[config.mk]
export PLATFORM = sky130hd
export DESIGN_NAME = pcm_sample_formatter
export DESIGN_NICKNAME = d
export VERILOG_FILES = /design/src/sv/psf_pkg.sv /design/src/sv/psf_decode.sv /design/src/sv/psf_multiply.sv /design/src/sv/psf_round.sv /design/src/sv/psf_pack.sv /design/src/sv/pcm_sample_formatter.sv
export SDC_FILE = /design/constraint.sdc
export NUM_CORES = 2
export LEC_CHECK = 0
export BUFFER_PORTS_ARGS = -buffer_cell sky130_fd_sc_hd__buf_2
export CORE_MARGIN = 2
export CORE_UTILIZATION = 60
export DETAILED_ROUTE_END_ITERATION = 8
export PLACE_DENSITY_LB_ADDON = 0.08
export SYNTH_ARGS = -nofsm -noshare
export SYNTH_HDL_FRONTEND = slang
export SYNTH_HIERARCHICAL = 1
export SYNTH_SLANG_ARGS = --single-unit
[constraint.sdc]
create_clock -name clock -period 13.05 [get_ports clock]
set_input_delay 1.9575 -clock clock [delete_from_list [all_inputs] [get_ports clock]]
set_output_delay 1.9575 -clock clock [all_outputs]
set_load 0.05 [all_outputs]
[src/sv/psf_pkg.sv]
// Package for the PCM sample formatter: width codes, register indexes,
// scale constants and the per-stage transaction structures.
// Depends on nothing; the decode, multiply, round, pack and top-level files import it.
`default_nettype none

package psf_pkg;

   localparam logic [2:0] NB_ONE   = 3'd1;
   localparam logic [2:0] NB_TWO   = 3'd2;
   localparam logic [2:0] NB_THREE = 3'd3;
   localparam logic [2:0] NB_FOUR  = 3'd4;

   localparam logic [1:0] CSR_OUT_BYTES   = 2'd0;
   localparam logic [1:0] CSR_FLOAT_MODE  = 2'd1;
   localparam logic [1:0] CSR_SOURCE_BITS = 2'd2;

   localparam logic [2:0] RESET_OUT_BYTES    = 3'd2;
   localparam logic [5:0] RESET_SOURCE_BITS  = 6'd16;

   typedef struct packed {
      logic       last;
      logic       fmode;
      logic [2:0] nbytes;
   } ctrl_type;

   typedef struct packed {
      ctrl_type    ctrl;
      logic        sign;
      logic        zero;
      logic        nan;
      logic [7:0]  expo;
      logic [23:0] man;
      logic [31:0] kconst;
      logic [5:0]  kbits;
      logic [31:0] ival;
      logic [4:0]  ishift;
   } dec_type;

   typedef struct packed {
      ctrl_type    ctrl;
      logic        sign;
      logic        zero;
      logic        nan;
      logic [7:0]  expo;
      logic [55:0] prod;
      logic [5:0]  kbits;
      logic [31:0] ival;
   } mul_type;

   typedef struct packed {
      ctrl_type    ctrl;
      logic        sign;
      logic        nan;
      logic [32:0] mag;
      logic [47:0] pfix;
      logic [31:0] ival;
   } rnd_type;

   typedef struct packed {
      ctrl_type    ctrl;
      logic        nan;
      logic [48:0] sum;
      logic [31:0] res;
   } sum_type;

   // Single-precision scale factors; 2147483647.0f rounds to 2^31.
   function automatic logic [31:0] scale_const(input logic [2:0] nb);
      logic [31:0] k;
      unique case (nb)
         NB_ONE:   k = 32'd127;
         NB_TWO:   k = 32'd32767;
         NB_THREE: k = 32'd8388607;
         NB_FOUR:  k = 32'h8000_0000;
         default:  k = 32'd0;
      endcase
      return k;
   endfunction

   // Bit length of the scale factor above.
   function automatic logic [5:0] scale_bits(input logic [2:0] nb);
      logic [5:0] b;
      unique case (nb)
         NB_ONE:   b = 6'd7;
         NB_TWO:   b = 6'd15;
         NB_THREE: b = 6'd23;
         NB_FOUR:  b = 6'd32;
         default:  b = 6'd7;
      endcase
      return b;
   endfunction

endpackage

`default_nettype wire

[src/sv/psf_decode.sv]
// First stage: unpacks and clamps the float operand, clamps the integer
// operand and picks the scale factor and integer shift.
// Depends on psf_pkg.
`default_nettype none

module psf_decode import psf_pkg::*; (
   input  wire logic        clock,
   input  wire logic        reset,
   input  wire logic        adv,
   input  wire logic        in_valid,
   input  wire logic [31:0] in_bits,
   input  wire logic        in_last,
   input  wire logic [2:0]  out_bytes,
   input  wire logic        float_mode,
   input  wire logic [5:0]  source_bits,
   output logic             out_valid,
   output dec_type          out_data
);

   logic    valid_ff;
   dec_type data_ff;
   dec_type data_in;

   always_comb begin
      logic [7:0]         expo;
      logic [22:0]        frac;
      logic               big;
      logic signed [31:0] sv;
      logic [5:0]         diff;
      expo = in_bits[30:23];
      frac = in_bits[22:0];
      big  = (expo > 8'd127) || ((expo == 8'd127) && (frac != 23'd0));
      sv   = $signed(in_bits);
      diff = source_bits - 6'd16;

      data_in.ctrl.last   = in_last;
      data_in.ctrl.fmode  = float_mode;
      data_in.ctrl.nbytes = out_bytes;
      data_in.sign   = in_bits[31];
      data_in.nan    = (&expo) && (frac != 23'd0);
      data_in.zero   = (expo == 8'd0);
      data_in.expo   = big ? 8'd127 : expo;
      data_in.man    = big ? 24'h80_0000 : {1'b1, frac};
      data_in.kconst = scale_const(out_bytes);
      data_in.kbits  = scale_bits(out_bytes);

      data_in.ival   = in_bits;
      data_in.ishift = 5'd0;
      if ((out_bytes == NB_ONE) || (out_bytes == NB_TWO)) begin
         if (sv > 32'sd32767) begin
            data_in.ival = 32'd32767;
         end else if (sv < -32'sd32768) begin
            data_in.ival = 32'hFFFF_8000;
         end
         if (source_bits > 6'd16) begin
            data_in.ishift = (diff > 6'd31) ? 5'd31 : diff[4:0];
         end
      end else if (out_bytes == NB_THREE) begin
         if (sv > 32'sd8388607) begin
            data_in.ival = 32'd8388607;
         end else if (sv < -32'sd8388608) begin
            data_in.ival = 32'hFF80_0000;
         end
      end
   end

   always_ff @(posedge clock) begin
      if (reset) begin
         valid_ff <= 1'b0;
      end else if (adv) begin
         valid_ff <= in_valid;
      end
   end

   always_ff @(posedge clock) begin
      if (adv) begin
         data_ff <= data_in;
      end
   end

   assign out_valid = valid_ff;
   assign out_data  = data_ff;

endmodule

`default_nettype wire

[src/sv/psf_multiply.sv]
// Second stage: exact product of mantissa and scale factor, and the
// arithmetic shift of the integer operand.
// Depends on psf_pkg.
`default_nettype none

module psf_multiply import psf_pkg::*; (
   input  wire logic clock,
   input  wire logic reset,
   input  wire logic adv,
   input  wire logic in_valid,
   input  dec_type   in_data,
   output logic      out_valid,
   output mul_type   out_data
);

   logic    valid_ff;
   mul_type data_ff;
   mul_type data_in;

   always_comb begin
      data_in.ctrl  = in_data.ctrl;
      data_in.sign  = in_data.sign;
      data_in.zero  = in_data.zero;
      data_in.nan   = in_data.nan;
      data_in.expo  = in_data.expo;
      data_in.kbits = in_data.kbits;
      data_in.prod  = 56'(in_data.man) * 56'(in_data.kconst);
      data_in.ival  = 32'($signed(in_data.ival) >>> in_data.ishift);
   end

   always_ff @(posedge clock) begin
      if (reset) begin
         valid_ff <= 1'b0;
      end else if (adv) begin
         valid_ff <= in_valid;
      end
   end

   always_ff @(posedge clock) begin
      if (adv) begin
         data_ff <= data_in;
      end
   end

   assign out_valid = valid_ff;
   assign out_data  = data_ff;

endmodule

`default_nettype wire

[src/sv/psf_round.sv]
// Third stage: rounds the product to single precision and aligns it, both
// as a truncated integer magnitude and as a fixed-point value for the offset.
// Depends on psf_pkg.
`default_nettype none

module psf_round import psf_pkg::*; (
   input  wire logic clock,
   input  wire logic reset,
   input  wire logic adv,
   input  wire logic in_valid,
   input  mul_type   in_data,
   output logic      out_valid,
   output rnd_type   out_data
);

   logic    valid_ff;
   rnd_type data_ff;
   rnd_type data_in;

   always_comb begin
      logic [5:0]        t;
      logic [5:0]        sh;
      logic [55:0]       shifted;
      logic [55:0]       mask;
      logic              guard;
      logic              sticky;
      logic [24:0]       rr;
      logic signed [9:0] s;
      logic signed [9:0] ns;
      logic signed [9:0] psh;
      logic signed [9:0] np;
      t       = in_data.prod[6'd23 + in_data.kbits] ? (6'd23 + in_data.kbits)
                                                    : (6'd22 + in_data.kbits);
      sh      = t - 6'd23;
      shifted = in_data.prod >> sh;
      guard   = in_data.prod[sh - 6'd1];
      mask    = (56'd1 << (sh - 6'd1)) - 56'd1;
      sticky  = |(in_data.prod & mask);
      rr      = {1'b0, shifted[23:0]} + 25'(guard & (sticky | shifted[0]));
      s       = $signed({4'b0, t}) + $signed({2'b0, in_data.expo}) - 10'sd173;
      ns      = -s;
      psh     = s + 10'sd41;
      np      = -psh;

      data_in.ctrl = in_data.ctrl;
      data_in.sign = in_data.sign;
      data_in.nan  = in_data.nan;
      data_in.ival = in_data.ival;

      if (in_data.zero) begin
         data_in.mag = 33'd0;
      end else if (s >= 10'sd0) begin
         data_in.mag = 33'(rr) << s[3:0];
      end else if (ns >= 10'sd25) begin
         data_in.mag = 33'd0;
      end else begin
         data_in.mag = 33'(rr >> ns[4:0]);
      end

      if (in_data.zero) begin
         data_in.pfix = 48'd0;
      end else if (psh >= 10'sd0) begin
         data_in.pfix = 48'(rr) << psh[5:0];
      end else if (np >= 10'sd25) begin
         data_in.pfix = {47'd0, |rr};
      end else begin
         data_in.pfix = 48'(rr >> np[4:0])
                      | 48'(|(rr & ((25'd1 << np[4:0]) - 25'd1)));
      end
   end

   always_ff @(posedge clock) begin
      if (reset) begin
         valid_ff <= 1'b0;
      end else if (adv) begin
         valid_ff <= in_valid;
      end
   end

   always_ff @(posedge clock) begin
      if (adv) begin
         data_ff <= data_in;
      end
   end

   assign out_valid = valid_ff;
   assign out_data  = data_ff;

endmodule

`default_nettype wire

[src/sv/psf_pack.sv]
// Fourth and fifth stages: adds the one-byte offset and rounds that sum,
// applies sign, saturation and width masks, and holds the output register.
// Depends on psf_pkg.
`default_nettype none

module psf_pack import psf_pkg::*; (
   input  wire logic   clock,
   input  wire logic   reset,
   input  wire logic   adv,
   input  wire logic   in_valid,
   input  rnd_type     in_data,
   output logic        out_valid,
   output logic [31:0] out_word,
   output logic        out_last
);

   localparam logic [48:0] OFFSET = 49'd128 << 41;

   logic        sum_valid_ff;
   sum_type     sum_ff;
   sum_type     sum_in;
   logic        valid_ff;
   logic [31:0] word_ff;
   logic [31:0] word_in;
   logic        last_ff;

   always_comb begin
      logic [32:0] smag;
      smag = in_data.sign ? (33'd0 - in_data.mag) : in_data.mag;
      sum_in.ctrl = in_data.ctrl;
      sum_in.nan  = in_data.nan;
      sum_in.sum  = in_data.sign ? (OFFSET - {1'b0, in_data.pfix})
                                 : (OFFSET + {1'b0, in_data.pfix});
      sum_in.res  = 32'd0;
      if (in_data.ctrl.fmode) begin
         if (!in_data.nan) begin
            unique case (in_data.ctrl.nbytes)
               NB_TWO:   sum_in.res = {16'd0, smag[15:0]};
               NB_THREE: sum_in.res = {8'd0, smag[23:0]};
               NB_FOUR: begin
                  if (!in_data.sign && (in_data.mag[32:31] != 2'd0)) begin
                     sum_in.res = 32'h7FFF_FFFF;
                  end else begin
                     sum_in.res = smag[31:0];
                  end
               end
               default:  sum_in.res = 32'd0;
            endcase
         end
      end else begin
         unique case (in_data.ctrl.nbytes)
            NB_ONE:   sum_in.res = {24'd0, in_data.ival[7:0] + 8'd128};
            NB_TWO:   sum_in.res = {16'd0, in_data.ival[15:0]};
            NB_THREE: sum_in.res = {8'd0, in_data.ival[23:0]};
            NB_FOUR:  sum_in.res = in_data.ival;
            default:  sum_in.res = 32'd0;
         endcase
      end
   end

   always_comb begin
      logic [2:0]  lead;
      logic [5:0]  u;
      logic [30:0] keep;
      logic        guard;
      logic        sticky;
      logic [31:0] rounded;
      logic [31:0] trunc;
      lead = 3'd0;
      for (int i = 0; i < 8; i++) begin
         if (sum_ff.sum[41 + i]) begin
            lead = 3'(i);
         end
      end
      u       = 6'd18 + 6'(lead);
      keep    = 31'(sum_ff.sum >> u);
      guard   = sum_ff.sum[u - 6'd1];
      sticky  = |(sum_ff.sum & ((49'd1 << (u - 6'd1)) - 49'd1));
      rounded = 32'(keep) + 32'(guard & (sticky | keep[0]));
      trunc   = rounded >> (6'd23 - 6'(lead));
      if (sum_ff.ctrl.fmode && (sum_ff.ctrl.nbytes == NB_ONE)) begin
         word_in = sum_ff.nan ? 32'd0 : {24'd0, trunc[7:0]};
      end else begin
         word_in = sum_ff.res;
      end
   end

   always_ff @(posedge clock) begin
      if (reset) begin
         sum_valid_ff <= 1'b0;
         valid_ff     <= 1'b0;
      end else if (adv) begin
         sum_valid_ff <= in_valid;
         valid_ff     <= sum_valid_ff;
      end
   end

   always_ff @(posedge clock) begin
      if (adv) begin
         sum_ff  <= sum_in;
         word_ff <= word_in;
         last_ff <= sum_ff.ctrl.last;
      end
   end

   assign out_valid = valid_ff;
   assign out_word  = word_ff;
   assign out_last  = last_ff;

endmodule

`default_nettype wire

[src/sv/pcm_sample_formatter.sv]
// Top level of the PCM sample formatter: configuration registers and the
// five-stage conversion pipeline.
// Depends on psf_pkg, psf_decode, psf_multiply, psf_round and psf_pack.
//
//   channel  direction  handshake            payload
//   req      in         req_valid/req_stall  req_sample_bits, req_last_in
//   rsp      out        rsp_valid/rsp_stall  rsp_pcm_word, rsp_last_out
//   csr      in         csr_write            csr_index, csr_data
//
// One transaction enters per cycle while req_stall is low; its result is registered
// in turn by the decode, multiply, round, offset and pack stages.
// The synchronous reset empties the pipeline and restores two output bytes,
// integer mode and a 16-bit source depth.
// While a result waits under rsp_stall the whole pipeline holds and req_stall
// is raised in the same cycle.
`default_nettype none

module pcm_sample_formatter import psf_pkg::*; (
   input  wire logic        clock,
   input  wire logic        reset,
   input  wire logic        req_valid,
   output logic             req_stall,
   input  wire logic [31:0] req_sample_bits,
   input  wire logic        req_last_in,
   output logic             rsp_valid,
   input  wire logic        rsp_stall,
   output logic [31:0]      rsp_pcm_word,
   output logic             rsp_last_out,
   input  wire logic        csr_write,
   input  wire logic [1:0]  csr_index,
   input  wire logic [5:0]  csr_data
);

   logic [2:0] out_bytes_ff;
   logic       float_mode_ff;
   logic [5:0] source_bits_ff;
   logic       adv;
   logic       dec_valid;
   dec_type    dec_data;
   logic       mul_valid;
   mul_type    mul_data;
   logic       rnd_valid;
   rnd_type    rnd_data;

   always_ff @(posedge clock) begin
      if (reset) begin
         out_bytes_ff   <= RESET_OUT_BYTES;
         float_mode_ff  <= 1'b0;
         source_bits_ff <= RESET_SOURCE_BITS;
      end else if (csr_write) begin
         unique case (csr_index)
            CSR_OUT_BYTES:   out_bytes_ff   <= csr_data[2:0];
            CSR_FLOAT_MODE:  float_mode_ff  <= csr_data[0];
            CSR_SOURCE_BITS: source_bits_ff <= csr_data;
            default: ;
         endcase
      end
   end

   assign req_stall = rsp_valid && rsp_stall;
   assign adv       = !req_stall;

   psf_decode u_decode (
      .clock       (clock),
      .reset       (reset),
      .adv         (adv),
      .in_valid    (req_valid),
      .in_bits     (req_sample_bits),
      .in_last     (req_last_in),
      .out_bytes   (out_bytes_ff),
      .float_mode  (float_mode_ff),
      .source_bits (source_bits_ff),
      .out_valid   (dec_valid),
      .out_data    (dec_data)
   );

   psf_multiply u_multiply (
      .clock     (clock),
      .reset     (reset),
      .adv       (adv),
      .in_valid  (dec_valid),
      .in_data   (dec_data),
      .out_valid (mul_valid),
      .out_data  (mul_data)
   );

   psf_round u_round (
      .clock     (clock),
      .reset     (reset),
      .adv       (adv),
      .in_valid  (mul_valid),
      .in_data   (mul_data),
      .out_valid (rnd_valid),
      .out_data  (rnd_data)
   );

   psf_pack u_pack (
      .clock     (clock),
      .reset     (reset),
      .adv       (adv),
      .in_valid  (rnd_valid),
      .in_data   (rnd_data),
      .out_valid (rsp_valid),
      .out_word  (rsp_pcm_word),
      .out_last  (rsp_last_out)
   );

endmodule

`default_nettype wire

After elaboration in Yosys (flattened, before gate mapping)
Index checks and enable logic that the tools add are counted.

storage, ports and cells
  register bits = 480
  input bits = 46
  output and inout port bits = 35
  word-level logic and storage cells = 172

operators by class
  $add $sub $neg = 22
  multiply operators = 1
  magnitude comparators = 14
  equality and inequality tests = 12
  shift operators = 11
  muxes and demuxes = 36
  bitwise logic cells = 8
  reduce and logical (&&, ||, !) cells = 21

operators with widths
  cell                    number
  $mux 32                 11
  $pmux 32 s4             2
  $mux 48                 2
  $pmux 32 s3             1
  $mux 33                 2
  $and 56x56->56          1
  $mul 24x32->56          1
  $reduce_or 56->1        1
  $shl 1x6->56 const A    1
  $shr 56x6->24           1
  $sub 56x1->56 const B   1
  $reduce_or 25->1        2
  $add 49x48->49 const A  1
  $and 49x49->49          1
  $mux 49                 1
  $reduce_or 49->1        1
  $shl 1x6->49 const A    1
  $shr 49x6->31           1
  $sub 49x1->49 const B   1
  $sub 49x48->49 const A  1
  $or 48x1->48            1
  $shl 25x6->48           1
  $shr 25x5->48           1
  $shl 25x4->33           1
  54 further kinds        87

Logic depth before layout (Yosys ltp)
  word-level depth = 19
  mapped depth = 43
  depth with buffers taken out = 33

By module
Netlist, hierarchy kept.

by module, submodules not included
  module                times used  cells an instance  area an instance (sq um)  seq. area each (sq um)
  psf_multiply          1           3,218              29,957.5                  3,323.2
  psf_round             1           2,341              19,266.0                  3,623.5
  psf_pack              1           809                7,529.7                   3,163.0
  psf_decode            1           280                3,847.4                   2,542.4
  pcm_sample_formatter  1           45                 450.4                     200.2

Worst setup path after synthesis
OpenSTA, ideal clock, no wires.

  path kind = input to output
  start = input port rsp_stall
  end = output port req_stall
  arrival = 13,899 ps
  required time = 11,092 ps
  slack = -2,806 ps
  stages = 2
  path buffers = 0
  cells stage by stage = nand2_1 -> inv_1

between the ends
  cells in the longest elaborated chain, start to end = 1

ends and longest elaborated chain
  item               line                        text
  from (decl)        pcm_sample_formatter.sv:26  input wire logic rsp_stall,
  $logic_and 1x1->1  pcm_sample_formatter.sv:60  assign req_stall = rsp_valid && rsp_stall;
  to (decl)          pcm_sample_formatter.sv:22  output logic req_stall,

Every way passes these cells.

Final worst setup path
  start = register u_multiply.data_ff, in the netlist u_multiply/out_data[32]
  end = register u_round.data_ff, in the netlist u_round/out_data[85] (data pin)

between the ends
  cells in the longest elaborated chain, start to end = 16
  elaborated cells between the ends (all ways) = 26
  classes of those cells = add/sub: 9; order compare: 2; shift: 4; mux: 7; bitwise: 3; reduce/logical: 1

ends and longest elaborated chain
  item                          line                              text
  from (decl)                   psf_multiply.sv:17                mul_type data_ff;
  from (signal assigned)        psf_multiply.sv:41                data_ff <= data_in;
  $add 5x6->6                   psf_round.sv:32                   t = in_data.prod[6'd23 + in_data.kbits] ? (6'd23 + in_data.kbits)
  $bmux 1 s6                    psf_round.sv:32
  $mux 1 (not written as such)  psf_round.sv:32
  $mux 6 (*)                    psf_round.sv:32
  $sub 6x5->6                   psf_round.sv:34                   sh = t - 6'd23;
  $sub 6x1->6                   psf_round.sv:36, psf_round.sv:37
  $shl 1x6->56                  psf_round.sv:37                   mask = (56'd1 << (sh - 6'd1)) - 56'd1;
  $sub 56x1->56                 psf_round.sv:37
  $and 56x56->56                psf_round.sv:38                   sticky = |(in_data.prod & mask);
  $reduce_or 56->1              psf_round.sv:38
  $or 1x1->1                    psf_round.sv:39                   rr = {1'b0, shifted[23:0]} + 25'(guard & (sticky | shifted[0]));
  $and 1x25->25                 psf_round.sv:39
  $add 24x25->25                psf_round.sv:39
  $shr 25x5->33                 psf_round.sv:57                   data_in.mag = 33'(rr >> ns[4:0]);
  $mux 33                       psf_round.sv:54                   end else if (ns >= 10'sd25) begin
  $mux 33 (*)                   psf_round.sv:52                   end else if (s >= 10'sd0) begin
  to (signal assigned)          psf_round.sv:82                   data_ff <= data_in;
  to (decl)                     psf_round.sv:17                   rnd_type data_ff;

Mark *: on every way between the ends. The rest lies on a longest branch, timed or not. The select of a mux whose other input is x is not followed.
A chain may end at the register's enable or synchronous reset.

==> metrics.cfg <==
[floorplanning]
placementRows=117
io-pin-count=81
dieArea_sq_um=104000
die_width_um=323
initial_utilization_pct=60.3
die_h_um=323
coreArea_sq_um=101000

[critical_path]
worstPathArrival_ns=12.56
cpMostUsedCell=buf_4
crit_type=reg2reg
worstReg2RegStart=u_multiply/out_data[32]
r2r-end=u_round/out_data[85]
cp_slowest_cell=ha_1
r2r_cells=32
startpoint_type=flop
reg2reg_slack_ns=0.84
crit_required_ns=13.41
cpPeakStageDelay_ns=0.78
critical_path.max_fanout=32
cp-end-kind=flop

[cts]
root_buffer=clkbuf_16
clock_latency_ns=0.64
cts.sinks=433
h-tree-depth=2
cts_tree=done
clk_pin_slew_ns=0.06
ctsHoldBuffers=0
cts_max_path_buffers=3
cts_setup_buffers=0
numCtsBuffers=48

[timing]
setup_tns_ns=0
drv_slew=0
maxSlewHeadroom_pct=9.49
min_period_over_period_pct=93.5
clock_skew_ns=0.0381
setup_viol=0
tightestPinTransition_ns=1.35
hold_violations=0
grt_setup_unrepaired=false
fmax_mhz=81.9
period_needed_ns=12.21

[synth]
syn_area_per_cell_sq_um=9.12
synth-edff-count=418
yosysWarnings=6
synth.top_cell.area_share_pct=21.6
synth-main-ff-cell=edfxtp_1
ys_types=149
synthArstFlopShare_pct=0
synthTopCellsByArea=fa_1, edfxtp_1, nand2_1
syn_inst=6693
yosysTopAreaCell=fa_1
synth-seq-cells=433
synth_seq_area_share_pct=21.1
netlist_area_sq_um=61100

[layout]
syn_to_final_growth_pct=4.31
nNetsFinal=7419
drive_gt1_share_pct=8.87
fin_util_pct=62.9

[placed_design]
place_congestion=1.02
dp.final_hpwl_um=147000
port_buffers=80

[detailed_routing]
route.vias.total=51731
post-route-drc-count=0
ant_nets=0
routed_wl_um=195000
wire_per_inst_um=24.6
drt-initial-drc-count=6746
drtPass1Iterations=7
viasPerCell=6.55

[global_route]
grt_pass1_wl_um=303000
gr-total-overflow=0
groute.usage.overall_pct=37.5
grt_max_degree=135
antenna_found_initial=2
grt_pass1_vias=50352

[outcome]
outcome=finished, final reports clean

[worst_hold_path]
min_path_cells=0
hp-start=u_multiply/out_data[1]
whs_endpoint=u_round/out_data[1]
min_path_type=reg2reg

[run]
drv_cap=0

==> cell usage in the layout (no fill, tap or decap), drive strengths merged, types with 82 or more instances in the layout <==
cell type  count
nand2        826
inv          810
fa           659
and2         451
edfxtp       418
nor2         325
a21oi        294
o21ai        275
mux2i        240
ha           223
buf          202
xnor2        122
nand3        117
nor3         109
a21o          82
==> cells by family (layout without fill, tap and decap cells) <==
| logic type | count (synthesis) | in the layout | share of synthesized area (%) |
|---|---|---|---|
| adder cells (fa/ha/maj) | 882 | 882 | 26.2 |
| XOR/XNOR | 187 | 187 | 2.83 |
| other | 2 | 11 | 0.0123 |
| buffers and inverters | 1271 | 1101 | 8.47 |
| AND/OR/NAND/NOR | 2161 | 2161 | 17.7 |
| multiplexers | 375 | 375 | 7.90 |
| AO/OA/AOI/OAI | 1382 | 1382 | 15.8 |
| flip-flops | 433 | 433 | 21.1 |
==> through the flow <==
stage	instances	hold WS (ns)	cell area [sq um]	worst slack [ns]
floorplan	6701	0.400	61100	2.31
global placement	7809	0.400	62100	1.24
detailed placement	7809	0.405	62100	0.979
CTS	7899	0.417	63700	0.941
global route	7899	0.421	63700	0.329
finish	7900	0.414	63700	0.843
==> synthesized netlist by cell type, types with 29 or more instances <==
cell type  number
nand2_1       823
inv_1         801
fa_1          659
and2_1        449
edfxtp_1      418
nor2_1        318
clkbuf_1      312
a21oi_1       286
o21ai_0       243
mux2i_1       238
ha_1          223
xnor2_1       119
nand3_1       113
nor3_1        101
a21o_1         81
mux4_2         77
o22ai_1        77
buf_2          58
nand4_1        57
xor2_1         57
mux2_2         56
o31ai_1        53
buf_4          45
o211ai_1       45
a22oi_1        44
a31oi_1        43
a211oi_1       42
nand2b_1       36
o21a_1         35
nor4_1         32
nor3b_1        30
o21bai_1       29
==> how the worst max path moves through the flow <==
| stage | start | endpoint | slack (ns) | cells after the start |
|---|---|---|---|---|
| after floorplan | rsp_stall | req_stall | 2.31 | 2 |
| after global placement | u_multiply/out_data[32] | u_round/out_data[85] | 1.24 | 32 |
| after detailed placement | u_multiply/out_data[32] | u_round/out_data[85] | 0.98 | 32 |
| after CTS | u_multiply/out_data[32] | u_round/out_data[85] | 0.94 | 32 |
| after global routing | u_multiply/out_data[32] | u_round/out_data[85] | 0.33 | 32 |
| final | u_multiply/out_data[32] | u_round/out_data[85] | 0.84 | 32 |
==> timing repair <==
action,CTS,global route
endpoints found under the setup margin,0,1
hold endpoints to repair,0,0
gates resized for setup,0,1
==> cell type report <==
type	count	area (sq um)
repair buffers	202	1320
clock buffers	65	1260
inverters	809	3040
flip-flops and latches	433	12900
diodes	1	2.50
multi-input cells	4997	43200
fillers	8500	37600
well taps	1368	1710
clock inverters	25	285
==> critical path: cells and delay by family (launching register included) <==
family | cells | cell delay, ns
flip-flops | 1 | 0.34
AND/OR/NAND/NOR | 6 | 1.69
buffers and inverters | 7 | 2.11
adder cells (fa/ha/maj) | 3 | 1.63
XOR/XNOR | 1 | 0.15
multiplexers | 4 | 2.15
AO/OA/AOI/OAI | 11 | 3.76
==> metal layers <==
metal / wire length, um / up-vias / GRT usage (%)
met5: 0 / - / 0
met4: 5990 / 0 / 10.3
met3: 20400 / 423 / 7.81
met2: 86100 / 2934 / 56.5
met1: 82100 / 25738 / 55.1
li1: - / 22636 / -
==> sequential cells by signal, summed over array words and instances (netlist names), 3 cells and up <==
signal and cells:
u_pack/out_word 32, source_bits_ff 6, u_pack/sum_ff 71, u_multiply/out_data 110, out_bytes_ff 3, u_decode/out_data 84
u_round/out_data 120
Power is not shown: default switching activity piles up to over one toggle a cycle in this logic, so the estimate is an artifact.
